[src/prfp_pkg.sv]
// Shared types and constants for the palette RGB444 packer.
// No dependencies.
`default_nettype none

package prfp_pkg;

  localparam int unsigned BYTE_W    = 8;
  localparam int unsigned NIBBLE_W  = 4;
  localparam int unsigned WORD_W    = 16;
  localparam int unsigned COLOUR_W  = 12;
  localparam int unsigned PAIR_W    = 2 * COLOUR_W;
  localparam int unsigned BYTES_PER_PAIR = PAIR_W / BYTE_W;
  localparam logic [1:0]  LAST_BYTE = 2'(BYTES_PER_PAIR - 1);

  typedef enum logic {
    OP_PAL_WRITE = 1'b0,
    OP_PIXEL     = 1'b1
  } op_e;

  typedef struct packed {
    logic [COLOUR_W-1:0] colour_a;
    logic [COLOUR_W-1:0] colour_b;
    logic                row_end;
  } ser_load_t;

endpackage

`default_nettype wire

[src/prfp_pal_mem.sv]
// Palette store: one write port, two registered read ports.
// Depends on prfp_pkg.
`default_nettype none

module prfp_pal_mem #(
  parameter int unsigned DEPTH = 256,
  parameter int unsigned AW    = 8
) (
  input  wire logic                        clk_i,
  input  wire logic                        we_i,
  input  wire logic [AW-1:0]               waddr_i,
  input  wire logic [prfp_pkg::WORD_W-1:0] wdata_i,
  input  wire logic                        re_i,
  input  wire logic [AW-1:0]               raddr_a_i,
  input  wire logic [AW-1:0]               raddr_b_i,
  output logic      [prfp_pkg::WORD_W-1:0] rdata_a_o,
  output logic      [prfp_pkg::WORD_W-1:0] rdata_b_o
);

  logic [prfp_pkg::WORD_W-1:0] mem_q [DEPTH];

  always_ff @(posedge clk_i) begin
    if (we_i) begin
      mem_q[waddr_i] <= wdata_i;
    end
  end

  always_ff @(posedge clk_i) begin
    if (re_i) begin
      rdata_a_o <= mem_q[raddr_a_i];
      rdata_b_o <= mem_q[raddr_b_i];
    end
  end

endmodule

`default_nettype wire

[config.mk]
export PLATFORM = sky130hd
export DESIGN_NAME = prfp_pal_mem
export DESIGN_NICKNAME = d
export VERILOG_FILES = /design/src/prfp_pkg.sv /design/src/prfp_pal_mem.sv
export SDC_FILE = /design/constraint.sdc
export NUM_CORES = 2
export LEC_CHECK = 0
export BUFFER_PORTS_ARGS = -buffer_cell sky130_fd_sc_hd__buf_4
export CAP_MARGIN = 25
export CORE_UTILIZATION = 50
export CTS_BUF_LIST = sky130_fd_sc_hd__clkbuf_4
export DETAILED_ROUTE_END_ITERATION = 10
export PLACE_DENSITY = 0.68
export RECOVER_POWER = 50
export SETUP_SLACK_MARGIN = 0.15
export SLEW_MARGIN = 25
export SYNTH_ARGS = -nofsm -noshare
export SYNTH_HDL_FRONTEND = slang
export SYNTH_SLANG_ARGS = --single-unit
[constraint.sdc]
create_clock -name clk_i -period 2.6 [get_ports clk_i]
set_clock_uncertainty 0.05 [all_clocks]
set_input_delay 0.13 -clock clk_i [delete_from_list [all_inputs] [get_ports clk_i]]
set_output_delay 0.13 -clock clk_i [all_outputs]
set_load 0.01 [all_outputs]
Word-level counts from Yosys, hierarchy flattened:

Memories as Yosys holds them, arrays and structs flattened. A register that Yosys moved wholly into a read port is not among the register bits.
Cells that the tools add are included.

* register bits after elaboration: 0
* RAM bits: 4096
* input bits: 43
* output and inout bits: 32
* word-level logic and storage cells: 3
* memories kept: 1

Memory list
* mem_q: depth 256, bits a word 16, read ports 2, clocked after Yosys merged registers in 2, write ports 1, RTL line prfp_pal_mem.sv:20 `logic [prfp_pkg::WORD_W-1:0] mem_q [DEPTH];`

* multiplexer cells: 2

Operators by type and width (number)
* $mux W1: 2

Depth between registers and ports, before layout:

* depth in word-level cells: 2
* gate-level depth with buffers: 13
* mapped depth without buffers: 7

Worst setup path before layout:

OpenSTA, ideal clock, no wires.

* path type: input-to-reg
* start: input raddr_b_i[0]
* end: register rdata_b_o[10] (netlist bit), read port of mem_q, data pin
* library setup time: 267 ps
* arrival time: 2268 ps
* required time: 2283 ps
* setup slack: 15 ps
* cell stages on the path: 8
* buffers on the path: 2
* path through: buf_4 -> buf_1 -> mux4_2 -> mux4_2 -> a22oi_1 -> nand2_1 -> o31ai_1 -> nor3_1

RTL lines
* start: declaration: RTL line prfp_pal_mem.sv:15 `input wire logic [AW-1:0] raddr_b_i,`
* end: declaration: RTL line prfp_pal_mem.sv:17 `output logic [prfp_pkg::WORD_W-1:0] rdata_b_o`

Worst setup path in the final report:

* start: input wdata_i[15] (netlist bit)
* end: memory mem_q[113][15] (netlist bit), data pin

RTL lines
* start: declaration: RTL line prfp_pal_mem.sv:12 `input wire logic [prfp_pkg::WORD_W-1:0] wdata_i,`
* end: declaration: RTL line prfp_pal_mem.sv:20

No word-level cell before the write port.

==> results.json <==
{
  "max_clock_freq_ghz": 0.315,
  "cp-startpoint": "wdata_i[15]",
  "row_count": 227,
  "p_leak_uw": 0.0780,
  "syn_to_final_growth_pct": 19.6,
  "wl_mm": 689,
  "initial_utilization_pct": 50.2,
  "die_x_um": 622,
  "antenna_found_initial": 55,
  "path_clk_slew_ps": 80,
  "yosysWarnings": 0,
  "place_congestion": 1.04,
  "synth_cell_types": 58,
  "finalNetCount": 12700,
  "cp.required_ps": 3970,
  "grt.total_usage_pct": 35.6,
  "io_pins": 75,
  "start_kind": "primary input",
  "grt_overflow_total": 0,
  "grt_max_degree": 104,
  "ys.flop_type": "edfxtp_1",
  "critical_path_class": "primary input to flop",
  "tightest_slew_ps": 2960,
  "drtAntennaViolNets": 0,
  "clock_path_buffers": 5,
  "cap_viol_max_count": 17,
  "cts_tree": "done",
  "powerDensity_nw_per_um2": 632,
  "synth_area_leaders": "edfxtp_1 (65%), mux4_2 (20%), mux2i_1 (5.3%), o221ai_1 (1.9%), o22ai_1 (0.92%)",
  "die-height_um": 622,
  "first_pass_iters": 6,
  "drv_slew": 1025,
  "max-vdd-ir-drop_uv": 543,
  "synth_top_area_share_pct": 64.6,
  "core_um2": 382000,
  "clock-root-buffer": "clkbuf_4",
  "hold_path.class": "primary input to flop",
  "hold_viol_final": 0,
  "run_status": "finished with violations",
  "synth-edff-count": 4128,
  "dp_hpwl_mm": 466,
  "clock_latency_ps": 1790,
  "cp_max_fo": 40,
  "setup_viol": 2429,
  "netlist_area_um2": 192000,
  "ctsHtreeMaxLevel": 7,
  "numCtsBuffers": 1149,
  "syn_area_per_cell_um2": 18.9,
  "route.detailed.drc": 0,
  "first_global_vias": 128000,
  "synth_seq_cells": 4128,
  "violations": "capacitance limit, slew limit, setup timing",
  "syn-num-nets": 10200,
  "synth_top_area_cell": "edfxtp_1",
  "place_area_um2": 213000,
  "wl_per_cell_um": 37.5,
  "relSlewSlack_pct": -97.0,
  "r2r-start": "mem_q[59][5]",
  "worst_slack_ps": -571,
  "vias": 127000,
  "hp-start": "raddr_a_i[0]",
  "layout_min_cycle_time_ps": 3170,
  "placement.io_buffers": 74,
  "dpl.cell_count": 16400,
  "synthArstFlopShare_pct": 0,
  "drive_gt1_share_pct": 44.1,
  "grt_pass1_wl_mm": 958,
  "fin_area_um2": 230000,
  "period_share_pct": 122,
  "vias_per_cell": 6.92,
  "rsz0062_at_grt": "true",
  "syn_inst": 10100,
  "cts_sinks": 4128,
  "cp-end-kind": "flop",
  "seq_area_frac_synth_pct": 64.6,
  "dr.first_iter.drc_count": 20700,
  "die_area_um2": 386000,
  "cp.arrival_ps": 4540,
  "final_cells": 18400,
  "setup_tns_ps": -359750
}
[cells by family after synthesis]
kind of cell	count (synthesis)	share of synthesized area [%]
flip-flops	4128	64.6
multiplexers	2709	25.1
AO/OA/AOI/OAI	1414	5.39
AND/OR/NAND/NOR	1028	2.42
buffers and inverters	856	2.46
[timing repair]
action / in CTS / in global routing
setup endpoints to repair: 64 / 499
pin swaps: 105 / 60
hold buffers: 118 / 5
hold endpoints to repair: 8256 / 399
setup buffers: 9 / 9
gates resized for setup: 366 / 83
[registers in the layout, summed over array words and instances, names as in the netlist]
name,flops
rdata_a_o,16
rdata_b_o,16
mem_q,4096
[worst max-delay path, stage by stage]
cell,delay [ps]
dlygate4sd3_1,510
dlygate4sd3_1,530
dlygate4sd3_1,530
dlygate4sd2_1,240
clkbuf_1,1780
buf_4,720
[area by class of cell]
cell class | instances | area (um2)
fill | 27700 | 152000
sequential | 4128 | 124000
multi-input combinational | 5151 | 65900
timing repair buffer | 2188 | 20100
clock buffer | 1583 | 11900
tap | 5038 | 6300
clock inverter | 247 | 1310
antenna | 39 | 97.6
inverter | 6 | 41.3
[final timing paths]
kind	endpoint	slack [ps]	cells past startpoint
setup / recovery	mem_q[113][15]	-570	6
hold / removal	rdata_a_o[4]	190	9
setup reg to reg	rdata_b_o[5]	-530	9
hold reg to reg	rdata_b_o[14]	1070	6
[placed cells by master, fill, tap and decap left out, types with 209 or more instances in the layout]
| master | synthesis | final |
|---|---|---|
| nand2_1 | 257 | 242 |
| o221ai_1 | 418 | 406 |
| o22ai_1 | 281 | 255 |
| buf_12 | 5 | 249 |
| buf_4 | 100 | 1634 |
| a21oi_1 | 210 | 209 |
| mux2i_1 | 1021 | 1021 |
| clkbuf_4 | 1 | 1597 |
| mux4_2 | 1688 | 1688 |
| edfxtp_1 | 4128 | 4128 |
[Yosys cell counts, drive strengths merged (2+ instances only)]
cell type	number
edfxtp	4128
mux4	1688
mux2i	1021
buf	467
o221ai	418
clkbuf	383
nor2	355
o22ai	284
nand2	257
a21oi	210
nor3	185
a22oi	119
nand3	83
o21ai	74
o211ai	59
a22o	55
a221oi	48
a2111oi	39
nor4	39
nand4	30
o31ai	27
a211o	26
a211oi	25
and3	18
nor2b	13
and4	12
o311ai	12
nand2b	11
o21bai	11
inv	6
and4b	4
or2	4
a31oi	3
nor4bb	3
or3b	3
and2	2
nand3b	2
nand4b	2
nor3b	2
[layer usage]
metal	up-vias	routed length [um]	GRT usage (%)
met4	18	43700	20.8
met1	65500	236000	46.1
met2	10300	307000	52.1
li1	49700	-	-
met5	-	112	0
met3	1730	102000	12.9
[per-stage QoR]
stage,setup slack [ps],total power [uW],hold WS [ps],utilization [%]
3_3_place_gp,-1570,89100,424,55.8
6_report,-571,145000,190,60.1
3_5_place_dp,-1340,89300,415,55.8
2_1_floorplan,142,81800,179,-
4_1_cts,-553,145000,3.67,60.2
5_1_grt,-565,149000,130,60.1
[where the power goes]
group / internal [uW] / total (uW) / switching (uW)
clock network: 29100 / 56200 / 27000
logic: 6350 / 15300 / 8930
registers: 73500 / 73700 / 240
Power figures use the tool's default switching activity.
