[config.mk]
export PLATFORM = sky130hd
export DESIGN_NAME = prfp_byte_ser
export DESIGN_NICKNAME = d
export VERILOG_FILES = /design/src/prfp_pkg.sv /design/src/prfp_byte_ser.sv
export SDC_FILE = /design/constraint.sdc
export NUM_CORES = 1
export LEC_CHECK = 0
export ABC_AREA = 1
export BUFFER_PORTS_ARGS = -buffer_cell sky130_fd_sc_hd__buf_4
export CORE_ASPECT_RATIO = 0.7
export CORE_MARGIN = 10
export CORE_UTILIZATION = 47
export CTS_CLUSTER_SIZE = 24
export DETAILED_ROUTE_END_ITERATION = 12
export PLACE_DENSITY = 0.74
export SLEW_MARGIN = 20
export SYNTH_ARGS = -nofsm -noshare
export SYNTH_HDL_FRONTEND = slang
export SYNTH_SLANG_ARGS = --single-unit
[constraint.sdc]
create_clock -name clk_i -period 1.55 [get_ports clk_i]
set_input_delay 0.0775 -clock clk_i [delete_from_list [all_inputs] [get_ports clk_i]]
set_output_delay 0.0775 -clock clk_i [all_outputs]
set_load 0.01 [all_outputs]
[src/prfp_pkg.sv]
// Shared types and constants for the palette RGB444 packer.
// No dependencies.
`default_nettype none

package prfp_pkg;

  localparam int unsigned BYTE_W    = 8;
  localparam int unsigned NIBBLE_W  = 4;
  localparam int unsigned WORD_W    = 16;
  localparam int unsigned COLOUR_W  = 12;
  localparam int unsigned PAIR_W    = 2 * COLOUR_W;
  localparam int unsigned BYTES_PER_PAIR = PAIR_W / BYTE_W;
  localparam logic [1:0]  LAST_BYTE = 2'(BYTES_PER_PAIR - 1);

  typedef enum logic {
    OP_PAL_WRITE = 1'b0,
    OP_PIXEL     = 1'b1
  } op_e;

  typedef struct packed {
    logic [COLOUR_W-1:0] colour_a;
    logic [COLOUR_W-1:0] colour_b;
    logic                row_end;
  } ser_load_t;

endpackage

`default_nettype wire

[src/prfp_byte_ser.sv]
// Output register: splits a looked-up colour pair into three bytes.
// Depends on prfp_pkg.
`default_nettype none

module prfp_byte_ser (
  input  wire logic                        clk_i,
  input  wire logic                        rst_ni,
  input  wire logic                        load_i,
  input  wire prfp_pkg::ser_load_t         load_data_i,
  output logic                             free_o,
  output logic                             m_axis_tvalid,
  input  wire logic                        m_axis_tready,
  output logic [prfp_pkg::BYTE_W-1:0]      m_axis_tdata,
  output logic                             m_axis_tlast,
  output logic                             m_axis_tuser
);

  logic                          valid_q, valid_d;
  logic [1:0]                    cnt_q, cnt_d;
  logic [prfp_pkg::PAIR_W-1:0]   word_q, word_d;
  logic                          rend_q, rend_d;
  logic                          take;
  logic                          last;

  assign take   = valid_q && m_axis_tready;
  assign last   = (cnt_q == prfp_pkg::LAST_BYTE);
  assign free_o = !valid_q || (take && last);

  always_comb begin
    valid_d = valid_q;
    cnt_d   = cnt_q;
    word_d  = word_q;
    rend_d  = rend_q;
    if (take) begin
      cnt_d  = cnt_q + 2'd1;
      word_d = {word_q[prfp_pkg::PAIR_W-prfp_pkg::BYTE_W-1:0], prfp_pkg::BYTE_W'(0)};
      if (last) begin
        valid_d = 1'b0;
      end
    end
    if (load_i) begin
      valid_d = 1'b1;
      cnt_d   = 2'd0;
      word_d  = {load_data_i.colour_a, load_data_i.colour_b};
      rend_d  = load_data_i.row_end;
    end
  end

  always_ff @(posedge clk_i or negedge rst_ni) begin
    if (!rst_ni) begin
      valid_q <= 1'b0;
      cnt_q   <= 2'd0;
    end else begin
      valid_q <= valid_d;
      cnt_q   <= cnt_d;
    end
  end

  always_ff @(posedge clk_i) begin
    word_q <= word_d;
    rend_q <= rend_d;
  end

  assign m_axis_tvalid = valid_q;
  assign m_axis_tdata  = word_q[prfp_pkg::PAIR_W-1 -: prfp_pkg::BYTE_W];
  assign m_axis_tlast  = last;
  assign m_axis_tuser  = last && rend_q;

endmodule

`default_nettype wire
After elaboration in Yosys (flattened, before gate mapping)
Index checks and enable logic that the tools add are counted.
{"block": "op_classes", "add_sub_neg": 1, "n_reduce_logical": 8, "n_eq_ne": 1, "muxes": 7}
{"cell": "$mux 24", "count": 2}
{"cell": "$mux 2", "count": 2}
{"cell": "$reduce_bool 2->1", "count": 2}
{"cell": "$logic_and 1x1->1", "count": 3}
{"cell": "$mux 1", "count": 3}
{"cell": "$add 2x1->2 const B", "count": 1}
{"cell": "$eq 2x2->1 const B", "count": 1}
{"cell": "$reduce_and 2->1", "count": 1}
{"cell": "$logic_not 1->1", "count": 1}
{"cell": "$logic_or 1x1->1", "count": 1}
{"block": "word_totals", "reg_bits": 28, "out_inout_bits": 12, "elab_cells": 21}

Logic depth before layout (Yosys ltp)
Gate-level depths: netlist of the first run.
{"block": "depth", "depth_word": 4, "mapped_depth": 6, "ltp_nobuf": 5}

Worst setup path before layout of the first run
OpenSTA, ideal clock, no wires.
{"block": "synth_path", "kind": "register to register", "start": "register valid_q (netlist: m_axis_tvalid)", "end": "register word_q[0] (netlist name) (enable)", "setup_slack_ns": 0.479, "arrival_ns": 0.742, "t_required_ns": 1.221, "n_path_buf": 0, "stages_incl_launch_ff": 3, "period_less_slack_ns": 1.071, "cell_sequence": "dfrtp_1 nand2_1 nand2_4"}
{"block": "synth_via", "elab_chain_cells": 2}
{"element": "from (decl)", "line_no": "prfp_byte_ser.sv:18", "source": "logic valid_q, valid_d;"}
{"element": "from (signal assigned)", "line_no": "prfp_byte_ser.sv:54", "source": "valid_q <= valid_d;"}
{"element": "$logic_and 1x1->1", "line_no": "prfp_byte_ser.sv:25", "source": "assign take = valid_q && m_axis_tready;"}
{"element": "$reduce_bool 2->1 (no source line)"}
{"element": "to (signal assigned)", "line_no": "prfp_byte_ser.sv:60", "source": "word_q <= word_d;"}
{"element": "to (decl)", "line_no": "prfp_byte_ser.sv:20", "source": "logic [prfp_pkg::PAIR_W-1:0] word_q, word_d;"}
No other way between the ends.
A chain may end at the register's enable or synchronous reset.

Worst setup path after layout of the first run
{"block": "layout_path", "start": "register cnt_q[0]", "end": "output port free_o"}
{"block": "layout_via", "elab_chain_cells": 3}
{"element": "from (decl)", "line_no": "prfp_byte_ser.sv:19", "source": "logic [1:0] cnt_q, cnt_d;"}
{"element": "from (signal assigned)", "line_no": "prfp_byte_ser.sv:55", "source": "cnt_q <= cnt_d;"}
{"element": "$eq 2x2->1", "line_no": "prfp_byte_ser.sv:26", "source": "assign last = (cnt_q == prfp_pkg::LAST_BYTE);"}
{"element": "$logic_and 1x1->1", "line_no": "prfp_byte_ser.sv:27", "source": "assign free_o = !valid_q || (take && last);"}
{"element": "$logic_or 1x1->1", "line_no": "prfp_byte_ser.sv:27"}
{"element": "to (decl)", "line_no": "prfp_byte_ser.sv:10", "source": "output logic free_o,"}
No other way between the ends.

==> flow_summary_export.csv, run 1 <==
group,metric,value,unit
floorplanning,die_w,81.70,µm
cts,cts_sinks,28,
global_routing,grt-ovfl-total,0,
global_routing,grt_use_total,0.09433,
placement,dp_hpwl,1784,µm
sta,fin_crit_sh,0.8428,
synth,yosys-top-cells-area,"edfxtp_1, nand2_1, dfrtp_1",
min_path,hp-class,"in -> reg",
setup_path,critPathArrivalTime,1230,ps
cells_and_area,syn_to_final_growth,25.17,%
setup_path,crit_fanout,3,
synth,synth.most_common_cell,"nand2_1",
run_status,status,"completed",
setup_path,start_kind,"register",
placement,port_buffers,40,
synth,synth_enable_flop_cells,25,
setup_path,end_kind,"primary output",
pwr,p_per_area,1011,nW/µm²
cts,path_clk_slew,90,ps
sta,relSlewSlack,0.7812,
setup_path,path_delay_family,"flip-flops",
sta,final-hold-violation-count,0,
routing,first_iter_violations,65,
cts,cts_tree,"yes",
cts,cts-root-buf,"clkbuf_8",
setup_path,crit_top_cell,"nand2_1",
setup_path,path_buf_inv,2,
synth,syn-num-nets,153,
sta,tightest_slew,327.8,ps
cts,h-tree-depth,1,
synth,async_flop_share,0.1071,
synth,avgSynthCellArea,10.18,µm²
floorplanning,start_util,0.5018,
global_routing,grt_max_degree,29,
floorplanning,core.rowCount,15,
global_routing,grt_pass1_wl,3822,µm
cells_and_area,drive_above_1_share,0.2930,
floorplanning,core_area,2496,µm²
routing,via_per_inst,4.398,
routing,wl_per_cell,12.24,µm
cts,ctsResizeCount,0,
sta,setup_viol,0,
synth,synth.top_cells.by_count,"nand2_1, edfxtp_1, inv_1",
pwr,clkPwrFrac,0.248,
cts,clock_latency,270,ps
setup_path,path_cells,"inv_1, ha_1, nand2_1, nand2_1, buf_4",
cells_and_area,nNetsFinal,188,
synth,synth_cell_types,12,
synth,synth_area,1252,µm²
setup_path,required,1470,ps
synth,synth_ff_type,"edfxtp_1",
cts,clockBufferDepth,2,
synth,ys_seq_area_frac,0.6593,
pwr,pwr-share-comb,0.159,
routing,drc,0,
sta,fin_worst_skew,6.220,ps
cells_and_area,fin_util,0.6281,
sta,period_needed,1306,ps
pwr,ir_drop,0.0006253,V
synth,netlist.area_leader.share,0.5994,
pwr,switching_share,0.2271,
synth,ys_warn_count,0,
floorplanning,die_area,5163,µm²
sta,drv_slew,0,
sta,max_freq,765.5,MHz
pwr,p_int,1.225,mW
sta,fin_setup_tns,0,ps
global_routing,grt_pass1_vias,780,
cts,cts_buffers,3,
routing,vias,840,
flow_run,maxCapViolCount,0,
synth,synth_seq_cells,28,
setup_path,path_class,"reg -> out",
synth,synth_top_cell_by_area,"edfxtp_1",
setup_path,slowest_delay,380,ps
sta,rsz0062_at_grt,"no",
synth,netlist_instances,123,
global_routing,antenna_found_initial,0,
setup_path,critPathSlowestCell,"dfrtp_1",
placement,gp_congestion,0.6830,
cells_and_area,fillers,201,
pwr,p_leak,0.8124,nW
routing,dr.pass1.iters,4,
floorplanning,die_y,63.19,µm
cells_and_area,antenna_cells,0,
pwr,seq_power_share,0.593,
pwr,p_switching,0.3598,mW
floorplanning,ios,41,
routing,wirelength,2338,µm
routing,drt.antenna.violating_nets,0,
-- routing by layer --
| layer | vias up | share of wire | global-route usage |
|---|---|---|---|
| li1 | 441 | - | - |
| met1 | 357 | 0.41 | 0.1090 |
| met2 | 40 | 0.47 | 0.1457 |
| met3 | 2 | 0.11 | 0.04533 |
| met4 | 0 | 0.012 | 0.03814 |
| met5 | - | 0 | 0 |
-- sequential cells by signal, indices dropped and copies added (netlist names) --
name           cells
cnt_q              2
m_axis_tvalid      1
rend_q             1
word_q            24
-- layout by cell type, fill, tap and decap left out, drive strengths merged --
master       count
inv             11
dlygate4sd3      2
ha               1
nor2             2
edfxtp          25
buf             41
nand2           66
clkbuf           4
dfrtp            3
nand3            2
-- repair_timing --
action,in CTS,in global routing
hold buffers,2,0
hold endpoints to repair,4,0
setup buffers,0,0
setup endpoints to repair,0,0
-- power by group through the flow --
stage	combinational [mW]	sequential [mW]	clock (mW)
floorplan	0.154	0.950	0
global placement	0.242	0.953	0
detailed placement	0.250	0.957	0
CTS	0.255	0.941	0.400
global route	0.283	0.947	0.428
finish	0.252	0.939	0.393
-- cell families (layout without fill, tap and decap cells) --
group         after synthesis  after routing  share of synthesized area
simple gates               70             70                     0.2178
fa+ha+maj                   1              1                   0.009988
flops                      28             28                     0.6593
buf+inv                    24             58                     0.1129
-- stage by stage --
stage / hold slack (ps) / power, mW / cells / cell area [µm²] / worst slack [ps]
4_1_cts: 46.70 / 1.596 / 191 / 1568 / 224.8
6_report: 51.15 / 1.585 / 191 / 1568 / 243.6
2_1_floorplan: -218.1 / 1.104 / 123 / 1252 / 479.0
3_5_place_dp: -126.6 / 1.208 / 185 / 1503 / 404.9
3_3_place_gp: -131.2 / 1.195 / 185 / 1503 / 476.4
5_1_grt: 54.53 / 1.658 / 191 / 1568 / 162.6
-- worst reg2reg max path: stages, from the launching register on --
cell     delay, ps
dfrtp_1        390
nand2_1        140
nand2_4        290
-- layout make-up --
cell class / count / area, µm² / share of cell area
sequential: 28 / 825.8 / 0.5267
clock buffer: 4 / 45.04 / 0.02873
tap: 34 / 42.54 / 0.02713
inverter: 11 / 41.29 / 0.02634
multi-input combinational: 71 / 285.3 / 0.1820
timing repair buffer: 43 / 327.8 / 0.2091
-- final timing paths --
kind / from / endpoint / slack, ps / cells after the start
worst max-delay path: cnt_q[0]$_DFFE_PN0P_ / free_o / 240 / 5
worst min-delay path: load_data_i[8] / word_q[7]$_SDFFCE_PN0P_ / 50 / 3
worst max register to register: m_axis_tvalid$_DFFE_PN0P_ / word_q[21]$_DFFE_PP_ / 400 / 2
worst min register to register: word_q[11]$_DFFE_PP_ / word_q[19]$_DFFE_PP_ / 520 / 2
max in group asynchronous: rst_ni / m_axis_tvalid$_DFFE_PN0P_ / 1320 / 2
min in group asynchronous: rst_ni / cnt_q[0]$_DFFE_PN0P_ / 130 / 2
Note: power is estimated with default switching activity, not from simulation.
==> inputs of run 2 (changes only) <==
- ABC_AREA: 1 -> 0
- clock period: 1.55 -> 1.3 ns (I/O delays scaled with it)
==> run 2 against run 1 <==
Net effect:
- combinational power up 11%
- largest cell class unchanged
- via count decreased by 18%
- clock power grew 70%
- sequential share of layout area fell by 1.4 points
==> flow_summary_export.csv, run 2 <==
group,metric,value,unit
synth,synth.most_common_cell,"edfxtp_1",
cells_and_area,seq_area,825.8,µm²
synth,synth_enable_flop_cells,25,
setup_path,regToRegSetupSlack,80,ps
sta,fin_ws,65.46,ps
placement,dpl_cell_area,1498,µm²
min_path,holdPathStages,2,
sta,drv_slew,0,
cells_and_area,fillers,190,
sta,fin_crit_sh,0.9496,
cells_and_area,largest_reg_flops,24,
placement,dp_cells,140,
setup_path,critPathArrivalTime,1170,ps
sta,tightest_slew,323.6,ps
routing,drt.antenna.violating_nets,0,
placement,gp_congestion,0.6258,
min_path,whs_endpoint,"word_q[2]$_SDFFCE_PN0P_",
cts,path_clk_slew,90,ps
setup_path,r2r_start,"m_axis_tvalid$_DFFE_PN0P_",
global_routing,grt-ovfl-total,0,
routing,dr.pass1.iters,2,
sta,holdWs,75.10,ps
setup_path,required,1240,ps
cells_and_area,fin_cells,148,
setup_path,crit_fanout,3,
synth,synth.top_cells.by_count,"edfxtp_1, mux2_2, and2_1",
floorplanning,ios,41,
global_routing,grt_pass1_vias,715,
routing,via_per_inst,4.642,
cts,cts_sinks,28,
sta,period_needed,1235,ps
synth,yosys-top-cells-area,"edfxtp_1, mux2_2, dfrtp_1",
synth,async_flop_share,0.1071,
global_routing,grt_use_total,0.08179,
synth,syn-num-nets,107,
setup_path,path_cells,"inv_1, ha_2, and2_1, buf_4",
floorplanning,die_w,81.55,µm
setup_path,end_kind,"primary output",
cells_and_area,reg.largest.list,"word_q: 24 flops, cnt_q: 2 flops",
synth,netlist_instances,77,
placement,preCtsSetupSlack,53.70,ps
synth,ys_warn_count,0,
placement,port_buffers,40,
run_status,status,"completed",
pwr,p_per_area,1273,nW/µm²
cells_and_area,final_cell_mix,"buf_4, edfxtp_1, mux2_2",
synth,synth_ff_type,"edfxtp_1",
sta,setup_viol,0,
setup_path,crit_start,"cnt_q[0]$_DFFE_PN0P_",
floorplanning,core.rowCount,15,
floorplanning,die_area,5144,µm²
cts,h-tree-depth,1,
cts,cts_buffers,3,
sta,final-hold-violation-count,0,
cts,clock_latency,270,ps
setup_path,regToRegEndpoint,"word_q[22]$_DFFE_PP_",
cells_and_area,final_cell_area,1610,µm²
global_routing,grt_pass1_wl,3298,µm
floorplanning,core_area,2496,µm²
sta,fin_setup_tns,0,ps
floorplanning,start_util,0.4992,
cells_and_area,fin_util,0.6451,
cells_and_area,multi_input_area,339.1,µm²
pwr,ir_drop,0.0009833,V
cells_and_area,drive_above_1_share,0.5965,
routing,first_iter_violations,63,
synth,ys_seq_area_frac,0.6627,
min_path,hp-class,"in -> reg",
floorplanning,die_y,63.08,µm
synth,synth_seq_cells,28,
cts,cts_tree,"yes",
synth,netlist.area_leader.share,0.6024,
min_path,min_from,"load_data_i[3]",
synth,synth_cell_types,14,
routing,wirelength,2228,µm
synth,synth_top_cell_by_area,"edfxtp_1",
synth,avgSynthCellArea,16.18,µm²
synth,synth_area,1246,µm²
cells_and_area,largest-register,"word_q",
routing,drc,0,
global_routing,antenna_found_initial,0,
cells_and_area,nNetsFinal,145,
cells_and_area,mostFrequentLayoutCell,"buf_4",
sta,fin_worst_skew,1.687,ps
routing,vias,687,
setup_path,path_class,"reg -> out",
setup_path,critPathSlowestCell,"dfrtp_1",
setup_path,slowest_delay,390,ps
pwr,power,2.050,mW
cts,cts-root-buf,"clkbuf_8",
cts,clockBufferDepth,2,
cells_and_area,syn_to_final_growth,29.22,%
routing,wl_per_cell,15.05,µm
global_routing,grt_max_degree,32,
setup_path,start_kind,"register",
setup_path,worst_r2r_path_depth,2,
sta,max_freq,810.0,MHz
sta,relSlewSlack,0.7843,
pwr,p_leak,0.6814,nW
cells_and_area,antenna_cells,0,
flow_run,maxCapViolCount,0,
## run 2: worst max-delay path by stage
stage | endpoint | cells past startpoint | slack [ps]
4_1_cts | free_o | 5 | 5
6_report | m_axis_tuser | 4 | 70
2_1_floorplan | word_q[0]$_SDFFCE_PN0P_ | 2 | 90
3_3_place_gp | word_q[21]$_DFFE_PP_ | 2 | 80
5_1_grt | free_o | 5 | -4
3_5_place_dp | word_q[20]$_DFFE_PP_ | 2 | 50
## run 2: cells by family after synthesis
logic type	after synthesis	synth area share
DFF	28	0.6626
muxes	18	0.1626
and+or+nand+nor	17	0.08033
buffers and inverters	12	0.07831
AOI/OAI and AO/OA	1	0.006026
adders and majority gates	1	0.01004
## run 2: area by class of cell
class,instances,share of cell area
inverter,1,0.002331
timing repair buffer,43,0.2036
tap,34,0.02642
sequential,28,0.5128
clock inverter,1,0.01865
multi-input combinational,38,0.2106
clock buffer,3,0.02564
## run 2: routing by layer
layer / routed length [µm] / part of all wire / track usage
met1: 897 / 0.40 / 0.08953
met2: 1043 / 0.47 / 0.1240
met3: 274 / 0.12 / 0.05949
met4: 12 / 0.0054 / 0.01940
met5: 0 / 0 / 0
## run 2: report_power, final
| part | internal [mW] | total, mW | switching [mW] | leakage (nW) |
|---|---|---|---|---|
| clock network | 0.412 | 0.667 | 0.255 | 0.0357 |
| logic | 0.172 | 0.279 | 0.107 | 0.349 |
| registers | 1.08 | 1.10 | 0.0227 | 0.297 |
## run 2: repair_timing
action,4_1_cts,5_1_grt
endpoints found under the setup margin,0,26
buffers inserted,0,1
endpoints found under the hold margin,4,0
resized for setup,0,3
hold buffers,2,0
## run 2: worst max-delay path, delay by kind of cell (launching register included)
family	cells	cell delay, ps
and+or+nand+nor	1	130
DFF	1	390
buffers and inverters	2	170
adders and majority gates	1	200
==> inputs of run 3 (changes only) <==
- CORE_MARGIN: 10 -> 2
==> run 3 against run 2 <==
Net effect:
- sequential power about the same
- worst setup slack better by 5.9 ps
- register-to-register slack about the same
- core utilization down 0.10 points
- sequential cell count unchanged
- largest power group unchanged
==> flow_summary_export.csv, run 3 (synthesis gave the netlist of run 2 again) <==
group,metric,value,unit
setup_path,crit_fanout,3,
routing,drt.antenna.violating_nets,0,
routing,first_iter_violations,12,
min_path,hp-class,"in -> reg",
cts,cts_tree,"yes",
setup_path,start_kind,"register",
pwr,pwr-share-comb,0.135,
pwr,p_int,1.664,mW
floorplanning,core_area,2496,µm²
run_status,status,"completed",
pwr,p_per_area,1277,nW/µm²
cells_and_area,final_cell_mix,"buf_4, edfxtp_1, mux2_2",
cts,cts_sinks,28,
floorplanning,start_util,0.4992,
cells_and_area,largest_reg_flops,24,
cts,cts_buffers,3,
cts,h-tree-depth,1,
routing,via_per_inst,4.824,
cts,path_clk_slew,90,ps
floorplanning,die_w,65.55,µm
pwr,clkPwrFrac,0.327,
setup_path,required,1240,ps
cells_and_area,antenna_cells,0,
cells_and_area,reg.largest.list,"word_q: 24 flops, cnt_q: 2 flops",
cells_and_area,drive_above_1_share,0.5877,
sta,final-hold-violation-count,0,
global_routing,grt_use_total,0.1374,
sta,setup_viol,0,
global_routing,grt-ovfl-total,0,
placement,dpl_cell_area,1498,µm²
pwr,ir_drop,0.001030,V
pwr,p_leak,0.6808,nW
sta,fin_worst_skew,2.991,ps
sta,relSlewSlack,0.7715,
global_routing,use_met3,0.05276,
sta,max_freq,813.9,MHz
placement,dp_hpwl,1335,µm
routing,vias,714,
flow_run,maxCapViolCount,0,
routing,wl_per_cell,13.50,µm
setup_path,critPathArrivalTime,1160,ps
floorplanning,die_area,3086,µm²
cells_and_area,syn_to_final_growth,29.02,%
setup_path,path_class,"reg -> out",
cts,cts-root-buf,"clkbuf_8",
global_routing,grt_pass1_vias,645,
placement,port_buffers,40,
pwr,seq_power_share,0.538,
pwr,switching_share,0.1898,
sta,tightest_slew,342.7,ps
routing,dr.pass1.iters,4,
floorplanning,die_y,47.08,µm
global_routing,grt_pass1_wl,2932,µm
cells_and_area,final_cell_area,1608,µm²
placement,gp_congestion,0.6299,
cts,clockBufferDepth,2,
setup_path,end_kind,"primary output",
global_routing,met2_usage,0.2490,
floorplanning,ios,41,
floorplanning,core.rowCount,15,
sta,fin_setup_tns,0,ps
sta,period_needed,1229,ps
global_routing,top_usage_layer,"met2",
sta,fin_crit_sh,0.9451,
sta,rsz0062_at_grt,"no",
global_routing,grtUsageMet1,0.1583,
cts,clock_latency,270,ps
global_routing,antenna_found_initial,0,
cells_and_area,largest-register,"word_q",
routing,drc,0,
sta,drv_slew,0,
routing,wirelength,1998,µm
cells_and_area,nNetsFinal,145,
pwr,p_switching,0.3899,mW
cells_and_area,mostFrequentLayoutCell,"buf_4",
global_routing,grt_max_degree,32,
[run 3: changes by cell type in the layout (fill, tap and decap cells not counted)]
| cell | before | now |
|---|---|---|
| nand2_1 | 1 | 2 |
| nand2_2 | 1 | 0 |
[run 3: timing repair]
item / 4_1_cts / 5_1_grt
hold endpoints to repair: 4 / 0
gates resized for setup: 0 / 2
buffers inserted: 0 / 1
hold buffers: 2 / 0
setup endpoints to repair: 0 / 26
[run 3: final cells by class]
cell class	instances	area, µm²
Timing Repair Buffer	43	327.8
Inverter	1	3.754
Multi-Input combinational cell	38	336.6
Fill cell	196	888.4
Tap cell	34	42.54
Clock buffer	3	41.29
Sequential cell	28	825.8
Clock inverter	1	30.03
[run 3: stage by stage]
step                hold WS [ps]  worst slack [ps]  total power, mW  std cells  utilization
detailed placement        -140.6             51.38            1.391        140       0.6000
finish                     69.10             71.38            2.054        148       0.6441
global placement          -143.7             77.45            1.376        140       0.6000
global route               53.86             15.61            2.137        148       0.6441
floorplan                 -230.6             86.53            1.289         77            -
CTS                        62.27             23.92            2.062        146       0.6366
[run 3: routing by layer]
layer / wire (µm) / part of all wire / vias to the layer above
met2: 1028 / 0.51 / 28
li1: - / - / 339
met5: 0 / 0 / -
met1: 809 / 0.40 / 345
met4: 10 / 0.0050 / 0
met3: 149 / 0.075 / 2
[run 3: worst paths after layout]
kind / slack [ps] / to / cells past startpoint / start
min in group asynchronous: 110 / m_axis_tvalid$_DFFE_PN0P_ / 2 / rst_ni
worst min register to register: 560 / word_q[18]$_DFFE_PP_ / 1 / word_q[10]$_DFFE_PP_
worst max register to register: 80 / word_q[4]$_SDFFCE_PN0P_ / 2 / m_axis_tvalid$_DFFE_PN0P_
worst min-delay path: 70 / word_q[7]$_SDFFCE_PN0P_ / 2 / load_data_i[8]
worst max-delay path: 70 / free_o / 5 / cnt_q[0]$_DFFE_PN0P_
max in group asynchronous: 1090 / cnt_q[1]$_DFFE_PN0P_ / 2 / rst_ni
[run 3: power groups by stage]
stage	combinational, mW	clock, mW	sequential, mW
after floorplan	0.172	0	1.12
after global placement	0.256	0	1.12
after detailed placement	0.263	0	1.13
after CTS	0.268	0.686	1.11
after global routing	0.303	0.720	1.11
final	0.276	0.672	1.10
[run 3: critical path, cell delays in order (launching register included)]
cell     delay (ps)
dfrtp_1         380
inv_1            60
ha_2            200
nand2_1          70
nand2_1          70
buf_4           110
